<file path="config.mk">
export PLATFORM = sky130hd
export DESIGN_NAME = slew_limited_setpoint_sequencer_core
export DESIGN_NICKNAME = d
export VERILOG_FILES = /design/src/hdl/slsp_pkg.sv /design/src/hdl/slew_limited_setpoint_sequencer_core.sv
export SDC_FILE = /design/constraint.sdc
export NUM_CORES = 1
export LEC_CHECK = 0
export ABC_CLOCK_PERIOD_IN_PS = 6400
export BUFFER_PORTS_ARGS = -buffer_cell sky130_fd_sc_hd__buf_2
export CAP_MARGIN = 20
export CORE_ASPECT_RATIO = 1.1
export CORE_UTILIZATION = 30
export DETAILED_ROUTE_END_ITERATION = 8
export PLACE_DENSITY = 0.57
export SLEW_MARGIN = 10
export SYNTH_ARGS = -nofsm -noshare
export SYNTH_HDL_FRONTEND = slang
export SYNTH_SLANG_ARGS = --single-unit
</file>
<file path="constraint.sdc">
create_clock -name clk -period 6.4 [get_ports clk]
set_input_delay 1.6 -clock clk [delete_from_list [all_inputs] [get_ports clk]]
set_output_delay 1.6 -clock clk [all_outputs]
set_load 0.05 [all_outputs]
</file>
<file path="src/hdl/slsp_pkg.sv">
package slsp_pkg;

  // position format
  localparam int POS_W         = 24;
  localparam int FRAC_OUT_W    = 16;
  localparam int FRACTION_BITS = 16;

  // table
  localparam int NUM_ENTRIES = 4;
  localparam int TABLE_DEPTH = 4;
  localparam int IDX_W       = 2;
  localparam int COUNT_W     = 3;

  // slew and dwell
  localparam int STEP_W  = 16;
  localparam int LIMIT_W = 16;
  localparam int DWELL_W = 17;
  localparam int ERR_W   = POS_W + 2;

  // command codes
  localparam logic [1:0] CMD_TICK    = 2'd0;
  localparam logic [1:0] CMD_LOAD    = 2'd1;
  localparam logic [1:0] CMD_RESTART = 2'd2;

  // configuration register indexes
  localparam logic [2:0] CFG_ENTRY_0     = 3'd0;
  localparam logic [2:0] CFG_ENTRY_1     = 3'd1;
  localparam logic [2:0] CFG_ENTRY_2     = 3'd2;
  localparam logic [2:0] CFG_ENTRY_3     = 3'd3;
  localparam logic [2:0] CFG_SLEW_STEP   = 3'd4;
  localparam logic [2:0] CFG_DWELL_LIMIT = 3'd5;
  localparam logic [2:0] CFG_ENTRY_COUNT = 3'd6;

  localparam logic [POS_W-1:0] ENTRY_RESET [NUM_ENTRIES] = '{
    24'sd98304, -24'sd98304, 24'sd163840, -24'sd163840
  };
  localparam logic [STEP_W-1:0]  SLEW_RESET  = 16'd66;
  localparam logic [LIMIT_W-1:0] DWELL_RESET = 16'd1000;
  localparam logic [COUNT_W-1:0] COUNT_RESET = 3'd2;

  typedef struct packed {
    logic [1:0]              command;
    logic signed [POS_W-1:0] start_position;
  } in_item_t;

  typedef struct packed {
    logic signed [POS_W-1:0] target_position;
    logic [FRAC_OUT_W-1:0]   wrapped_setpoint;
    logic [IDX_W-1:0]        entry_index;
    logic                    at_entry;
  } out_item_t;

endpackage

</file>
<file path="src/hdl/slew_limited_setpoint_sequencer_core.sv">
// Slew-limited setpoint sequencer. Each transfer on the input channel carries one
// command: tick moves the held target toward the current table entry by at most
// slew_step (snapping onto the entry once within a step) and runs the dwell
// counter while on the entry; after more than dwell_limit ticks on the entry the
// index advances and wraps at entry_count (0 acts as 1, above 4 acts as 4).
// Load copies start_position into the target, restart clears index and dwell
// count, and code 3 changes nothing. Every command yields exactly one result with
// the new target, its fraction, the index and an at-entry flag. Timing: an item
// is held in the input register, is evaluated in one pass of an add, compare
// and counter update, and lands in the result register; a new item is taken
// every cycle while the result side keeps up.
// Configuration writes are always ready and must only be made with the block idle.
module slew_limited_setpoint_sequencer_core
  import slsp_pkg::*;
(
  input  logic           clk,
  input  logic           rst,
  // command channel
  input  logic           in_valid,
  output logic           in_stall,
  input  in_item_t       in_data,
  // result channel
  output logic           out_valid,
  input  logic           out_stall,
  output out_item_t      out_data,
  // configuration write channel
  input  logic           cfg_valid,
  output logic           cfg_ready,
  input  logic [2:0]     cfg_index,
  input  logic [POS_W-1:0] cfg_data
);

  // configuration registers
  logic [POS_W-1:0]   entry [NUM_ENTRIES];
  logic [STEP_W-1:0]  slew_step;
  logic [LIMIT_W-1:0] dwell_limit;
  logic [COUNT_W-1:0] entry_count;

  // sequencer state
  logic signed [POS_W-1:0] current_target;
  logic [IDX_W-1:0]        table_index;
  logic [DWELL_W-1:0]      dwell_count;

  // input register and result register
  logic      in_full;
  in_item_t  in_hold;
  logic      out_full;
  out_item_t out_hold;

  logic advance;
  logic in_take;

  // next state from the held item
  logic signed [POS_W-1:0] target_next;
  logic [IDX_W-1:0]        table_index_next;
  logic [DWELL_W-1:0]      dwell_count_next;
  out_item_t               result_next;

  // tick datapath
  logic signed [ERR_W-1:0] goal_ext;
  logic signed [ERR_W-1:0] now_ext;
  logic signed [ERR_W-1:0] step_ext;
  logic signed [ERR_W-1:0] err;
  logic                    above;
  logic                    below;
  logic signed [ERR_W-1:0] tick_sum;
  logic [DWELL_W-1:0]      dwell_inc;
  logic [COUNT_W-1:0]      eff_count;
  logic [COUNT_W-1:0]      idx_inc;
  logic [POS_W+FRAC_OUT_W-1:0] frac_ext;

  // pipeline handshake: the held item moves on when the result slot is free or
  // its result is being taken in this cycle
  assign advance   = in_full && (!out_full || !out_stall);
  assign in_stall  = in_full && !advance;
  assign in_take   = in_valid && !in_stall;
  assign out_valid = out_full;
  assign out_data  = out_hold;
  assign cfg_ready = 1'b1;

  // clamp entry count to 1..TABLE_DEPTH
  always_comb begin
    eff_count = entry_count;
    if (eff_count == '0) begin
      eff_count = COUNT_W'(1);
    end
    if (eff_count > COUNT_W'(TABLE_DEPTH)) begin
      eff_count = COUNT_W'(TABLE_DEPTH);
    end
  end

  // slew-limited step toward the current entry
  always_comb begin
    goal_ext = ERR_W'($signed(entry[table_index]));
    now_ext  = ERR_W'(current_target);
    step_ext = $signed({{(ERR_W-STEP_W){1'b0}}, slew_step});
    err      = goal_ext - now_ext;
    above    = err > step_ext;
    below    = err < -step_ext;
    if (above) begin
      tick_sum = now_ext + step_ext;
    end else if (below) begin
      tick_sum = now_ext - step_ext;
    end else begin
      tick_sum = goal_ext;
    end
    dwell_inc = dwell_count + DWELL_W'(1);
    idx_inc   = {1'b0, table_index} + COUNT_W'(1);
  end

  // command decode
  always_comb begin
    target_next      = current_target;
    table_index_next = table_index;
    dwell_count_next = dwell_count;
    case (in_hold.command)
      CMD_TICK: begin
        target_next = tick_sum[POS_W-1:0];
        // on the entry: count dwell, advance when past the limit
        if (!above && !below) begin
          dwell_count_next = dwell_inc;
          if (dwell_inc > DWELL_W'(dwell_limit)) begin
            dwell_count_next = '0;
            if (idx_inc >= eff_count) begin
              table_index_next = '0;
            end else begin
              table_index_next = idx_inc[IDX_W-1:0];
            end
          end
        end
      end
      CMD_LOAD: begin
        target_next = in_hold.start_position;
      end
      CMD_RESTART: begin
        table_index_next = '0;
        dwell_count_next = '0;
      end
      default: begin
        // unused code: state holds
      end
    endcase
  end

  // result fields from the new state
  always_comb begin
    frac_ext = {target_next, {FRAC_OUT_W{1'b0}}};
    result_next.target_position  = target_next;
    result_next.wrapped_setpoint = frac_ext[FRACTION_BITS+FRAC_OUT_W-1 -: FRAC_OUT_W];
    result_next.entry_index      = table_index_next;
    result_next.at_entry         = (target_next == $signed(entry[table_index_next]));
  end

  // configuration writes
  always_ff @(posedge clk) begin
    if (rst) begin
      for (int i = 0; i < NUM_ENTRIES; i++) begin
        entry[i] <= ENTRY_RESET[i];
      end
      slew_step   <= SLEW_RESET;
      dwell_limit <= DWELL_RESET;
      entry_count <= COUNT_RESET;
    end else if (cfg_valid && cfg_ready) begin
      case (cfg_index)
        CFG_ENTRY_0, CFG_ENTRY_1, CFG_ENTRY_2, CFG_ENTRY_3: begin
          entry[cfg_index[IDX_W-1:0]] <= cfg_data;
        end
        CFG_SLEW_STEP:   slew_step   <= cfg_data[STEP_W-1:0];
        CFG_DWELL_LIMIT: dwell_limit <= cfg_data[LIMIT_W-1:0];
        CFG_ENTRY_COUNT: entry_count <= cfg_data[COUNT_W-1:0];
        default: begin
          // no register at this index
        end
      endcase
    end
  end

  // state and pipeline control
  always_ff @(posedge clk) begin
    if (rst) begin
      current_target <= '0;
      table_index    <= '0;
      dwell_count    <= '0;
      in_full        <= 1'b0;
      out_full       <= 1'b0;
    end else begin
      if (advance) begin
        current_target <= target_next;
        table_index    <= table_index_next;
        dwell_count    <= dwell_count_next;
      end
      in_full  <= in_take || (in_full && !advance);
      out_full <= advance || (out_full && out_stall);
    end
  end

  // payload registers
  always_ff @(posedge clk) begin
    if (in_take) begin
      in_hold <= in_data;
    end
    if (advance) begin
      out_hold <= result_next;
    end
  end

  // a stall is only raised while an item is held
  assert property (@(posedge clk) disable iff (rst) !in_full |-> !in_stall)
    else $error("input stall raised with empty input register");

  // an evaluated item always lands in the result register
  assert property (@(posedge clk) disable iff (rst) advance |=> out_full)
    else $error("evaluated item lost");

  // a fresh result mirrors the new sequencer state that it was computed with
  assert property (@(posedge clk) disable iff (rst)
    advance |=> (out_hold.target_position == current_target) &&
                (out_hold.entry_index == table_index))
    else $error("result and sequencer state disagree");

endmodule
</file>
== Word-level counts from Yosys, hierarchy flattened ==
Memory sizes are Yosys's and may differ from the RTL's. A register that Yosys moved wholly into a read port is not among the register bits.
Cells that the tools add are included.

* Register bits after elaboration: 149
* Memory bits (writable): 96
* Output and inout bits: 46
* Logic and storage cells: 83
* Memories: 1

* Add/subtract/negate cells: 6
* Order comparisons: 5
* Eq/ne operators: 10
* Multiplexer cells: 23
* Reduce and logical (&&, ||, !) cells: 24

{| class="wikitable"
|+ Memory list
! name !! depth !! width !! read ports !! clocked after Yosys merged registers in !! write ports !! RTL line !! text
|-
| entry || 4 || 24 || 2 || 1 || 4 || slew_limited_setpoint_sequencer_core.sv:34 || <nowiki>logic [POS_W-1:0] entry [NUM_ENTRIES];</nowiki>
|}

{| class="wikitable"
|+ Operators with widths
! cell !! number
|-
| $mux 24 || 3
|-
| $pmux 24 s2 || 1
|-
| $mux 17 || 2
|-
| $pmux 17 s2 || 1
|-
| $lt 25x26->1 || 1
|-
| $neg 16->26 || 1
|-
| $gt 25x17->1 || 1
|-
| $sub 24x24->25 || 1
|-
| $add 24x17->24 || 1
|-
| $eq 24x24->1 || 1
|-
| $reduce_or 24->1 || 1
|-
| $sub 24x17->24 || 1
|-
| $add 17x1->17 const B || 1
|-
| $gt 17x16->1 || 1
|-
| $mux 2 || 6
|-
| $eq 3x3->1 const B || 3
|-
| $mux 1 || 7
|-
| $eq 3x2->1 const B || 2
|-
| $logic_not 1->1 || 6
|-
| $logic_not 3->1 || 2
|-
| $mux 3 || 2
|-
| $reduce_and 2->1 || 3
|-
| $logic_and 1x1->1 || 5
|-
| $pmux 2 s2 || 1
|-
| other kinds (12) || 14
|}

== Logic depth before layout (Yosys ltp) ==
* Depth after elaboration: 11
* Gate-level depth with buffers: 31
* Gate-level depth less buffers: 28

== Least setup slack after synthesis ==
Ideal clock, no wire load.

* Kind: reg2reg
* Start: register (tool-made name)
* End: register out_hold, in the netlist out_data[0] (data pin)
* Library setup time: 0.138 ns
* Arrival: 6.608 ns
* Required time: 6.262 ns
* Path slack: -0.346 ns
* Cell stages (with the launch flop): 30
* Path buffers: 4
* Period minus slack after synthesis: 6.746 ns
* Path through: dfxtp_1 clkbuf_1 buf_1 mux4_2 inv_1 ha_1 inv_1 fa_1 a211oi_2 o21ai_0 a21o_1 a211oi_1 a21oi_1 ha_1 a21o_1 a21oi_1 o21ai_0 maj3_1 a211o_1 and4_4 or2_1 buf_4 nor4_4 a2bb2oi_4 buf_12 mux2i_1 xnor2_1 nor4_1 nand4_1 nor2_1

{| class="wikitable"
|+ RTL lines
! item !! RTL line !! text
|-
| end signal, assigned || slew_limited_setpoint_sequencer_core.sv:203 || <nowiki>out_hold <= result_next;</nowiki>
|-
| end, declared || slew_limited_setpoint_sequencer_core.sv:48 || <nowiki>out_item_t out_hold;</nowiki>
|}

==> flow_metrics.env <==
export IMPL_critPathLaunchType="register"
export IMPL_worstMarginPinSlew_ns=0.9086
export IMPL_crit_fanout=8
export IMPL_core_um2=53670
export IMPL_rr_worst_depth=29
export IMPL_hold_violations=0
export IMPL_grt_pass1_vias=14130
export IMPL_stdcell_count=2747
export IMPL_cts_htree_levels=1
export IMPL_post_drt_wl_per_cell_um=19.87
export IMPL_yosysUniqueCellTypes=92
export IMPL_crit_required_ns=6.70
export IMPL_yosysWarnings=0
export IMPL_yosysSeqAreaShare_pct=37.54
export IMPL_power_density_nw_per_um2=217.1
export IMPL_rsz0062_at_grt="true"
export IMPL_vias=14310
export IMPL_synth_ff_type="edfxtp_1"
export IMPL_final_util_pct=38.30
export IMPL_cts_root_buf="clkbuf_16"
export IMPL_dp_slack_ns=-0.9947
export IMPL_first_pass_iters=5
export IMPL_nets=2175
export IMPL_violations="setup timing"
export IMPL_clk_latency_ns=0.56
export IMPL_antenna_found_initial=0
export IMPL_peakVddDrop_mv=0.1460
export IMPL_cp_common_cell="buf_4"
export IMPL_grt_pass1_wl_um=82610
export IMPL_crit_path_max_incr_delay_ns=0.61
export IMPL_min_period_ns=6.547
export IMPL_yosysTopAreaCellShare_pct=27.46
export IMPL_slew_headroom_pct=39.43
export IMPL_final_setup_viol_count=1
export IMPL_ioPinCount=104
export IMPL_wirelength_um=54590
export IMPL_diodes=0
export IMPL_routabilityCongestion=0.9409
export IMPL_die_area_um2=55250
export IMPL_via_per_inst=5.210
export IMPL_setup_ws_ns=-0.1470
export IMPL_drive_above_1_share_pct=25.71
export IMPL_post_dp_hpwl_um=42460
export IMPL_maxCapViolations=0
export IMPL_area_growth_pct=26.18
export IMPL_rows=89
export IMPL_grt_overflow_total=0
export IMPL_cts_sinks=231
export IMPL_slew_viol_final=0
export IMPL_dp_cells=2659
export IMPL_start_util_pct=30.36
export IMPL_drc_errors=0
export IMPL_fin_skew_ns=0.01632
export IMPL_fin_crit_sh_pct=102.3
export IMPL_tritoncts="built"
export IMPL_status="complete, but fails checks"
export IMPL_ys_ff_latch=231
export IMPL_synthTopCellsByArea="edfxtp_1 27%, dfxtp_1 10%, ha_1 8.8%, mux2i_1 4.4%, a21oi_1 4.2%"
export IMPL_synth_most_common_cell="nand2_1"
export IMPL_synthTopCellsByCount="162 x nand2_1, 149 x edfxtp_1, 137 x a21oi_1, 115 x ha_1, 107 x nor2_1"
export IMPL_synthArstFlopShare_pct=0
export IMPL_ant_nets=0
export IMPL_drt_iter0_drc=1010
export IMPL_numCtsBuffers=27
export IMPL_yosysTopAreaCell="edfxtp_1"
export IMPL_power_leakage_nw=8.565
export IMPL_dieHeight_um=246.4
export IMPL_fp_dieW_um=224.2
export IMPL_netlist_area_um2=16290
export IMPL_clk_pin_slew_ns=0.06
export IMPL_whs_path_depth=2
export IMPL_synth_edf_count=149
export IMPL_cp_slowest_cell="mux4_2"
export IMPL_hold_class="register to register"
export IMPL_path_class="register to register"
export IMPL_postSynthCellCount=1728
export IMPL_cp_data_arrival_time_ns=6.85
export IMPL_fmax_ghz=0.1527
export IMPL_grtUsageTotal_pct=19.39
export IMPL_io_buffer_count=102
export IMPL_clk_path_buf_depth=3
export IMPL_syn_nets=1904
export IMPL_grt_start_max_net_pins=85
export IMPL_end_kind="register"
export IMPL_synth_avg_cell_area_um2=9.429
[logic make-up after synthesis]
logic type      count (synthesis)  synth area share [%]
compound gates                405                 16.57
xor+xnor                       89                 4.869
fa+ha+maj                     120                 9.323
buf+inv                       206                 5.498
flops                         231                 37.54
mux                           102                 8.225
other cells                     1               0.02302
simple gates                  574                 17.95
[sequential cells by signal (all words and copies together), names as in the netlist, named ones only]
signal	flops
entry	96
out_data	27
in_hold	26
current_target	24
dwell_count	17
dwell_limit	16
slew_step	16
entry_count	3
table_index	2
in_full	1
out_valid	1
[repair_timing]
item                                    4_1_cts  5_1_grt
hold buffers                                  0        0
setup buffers                                20       16
gates resized for setup                      43       49
cloned                                        1        0
endpoints found under the setup margin       60       22
pin swaps                                    32       43
[layer usage]
layer | up-vias | global-route usage (%) | share of wire [%]
met4 | 0 | 6.623 | 3.5
met2 | 417 | 33.72 | 49
met3 | 105 | 2.755 | 5.4
met5 | - | 0 | 0
li1 | 6850 | - | -
met1 | 6941 | 24.47 | 43
[stage by stage]
step           hold slack [ns]  setup TNS, ns  instance area (um2)  power, mW
6_report                0.4571        -0.1470                20560      4.463
2_1_floorplan           0.4363              0                16300      2.392
3_5_place_dp            0.4507         -11.49                18880      2.847
4_1_cts                 0.4595        -0.2132                20140      4.445
3_3_place_gp            0.4442         -3.806                18880      2.836
5_1_grt                 0.4910        -0.3536                20560      4.651
[report_power, final]
part,total (mW),switching (mW),internal (mW)
clock network,1.54,0.640,0.898
registers,1.72,0.0558,1.67
logic,1.20,0.682,0.519
total,4.46,1.38,3.09
[worst max-delay path: cells and delay by family, from the launching register on]
kind | cells | cell delay (ns)
XOR/XNOR | 2 | 0.50
buffers and inverters | 7 | 1.06
AO/OA/AOI/OAI | 9 | 1.61
AND/OR/NAND/NOR | 7 | 1.40
flip-flops | 1 | 0.38
multiplexers | 2 | 0.73
adder cells (fa/ha/maj) | 2 | 0.59
[path summary, 6_finish.rpt]
path / startpoint / end / slack, ns
hold reg to reg: dwell_limit[11] / dwell_limit[11] / 0.46
hold / removal: dwell_limit[11] / dwell_limit[11] / 0.46
setup reg to reg: register / out_data[0] / -0.15
setup / recovery: register / out_data[0] / -0.15
[cell type report]
| class | instances | area, um2 |
|---|---|---|
| repair buffers | 344 | 2532 |
| inverters | 103 | 386.6 |
| well taps | 728 | 910.9 |
| clock buffers | 33 | 698.2 |
| clock inverters | 16 | 168.9 |
| flip-flops and latches | 231 | 6120 |
| fillers | 5481 | 33120 |
| multi-input cells | 1292 | 9742 |
[layout by cell type (no fill, tap or decap), types with 15 or more instances in the layout]
master / count
nor3_1: 29
dfxtp_1: 81
edfxtp_1: 149
and3_1: 81
clkbuf_16: 27
xor2_1: 30
mux4_2: 24
ha_1: 104
xnor2_1: 54
o21a_1: 16
nand2_1: 161
mux2i_1: 68
inv_1: 96
buf_2: 102
nand2b_1: 25
o21ai_0: 61
a21o_1: 33
a21oi_1: 132
nand3_1: 42
nor2b_1: 15
nor2_1: 102
a211oi_1: 18
buf_4: 221
or3_1: 17
and2_1: 23
(Power assumes the default switching activity.)
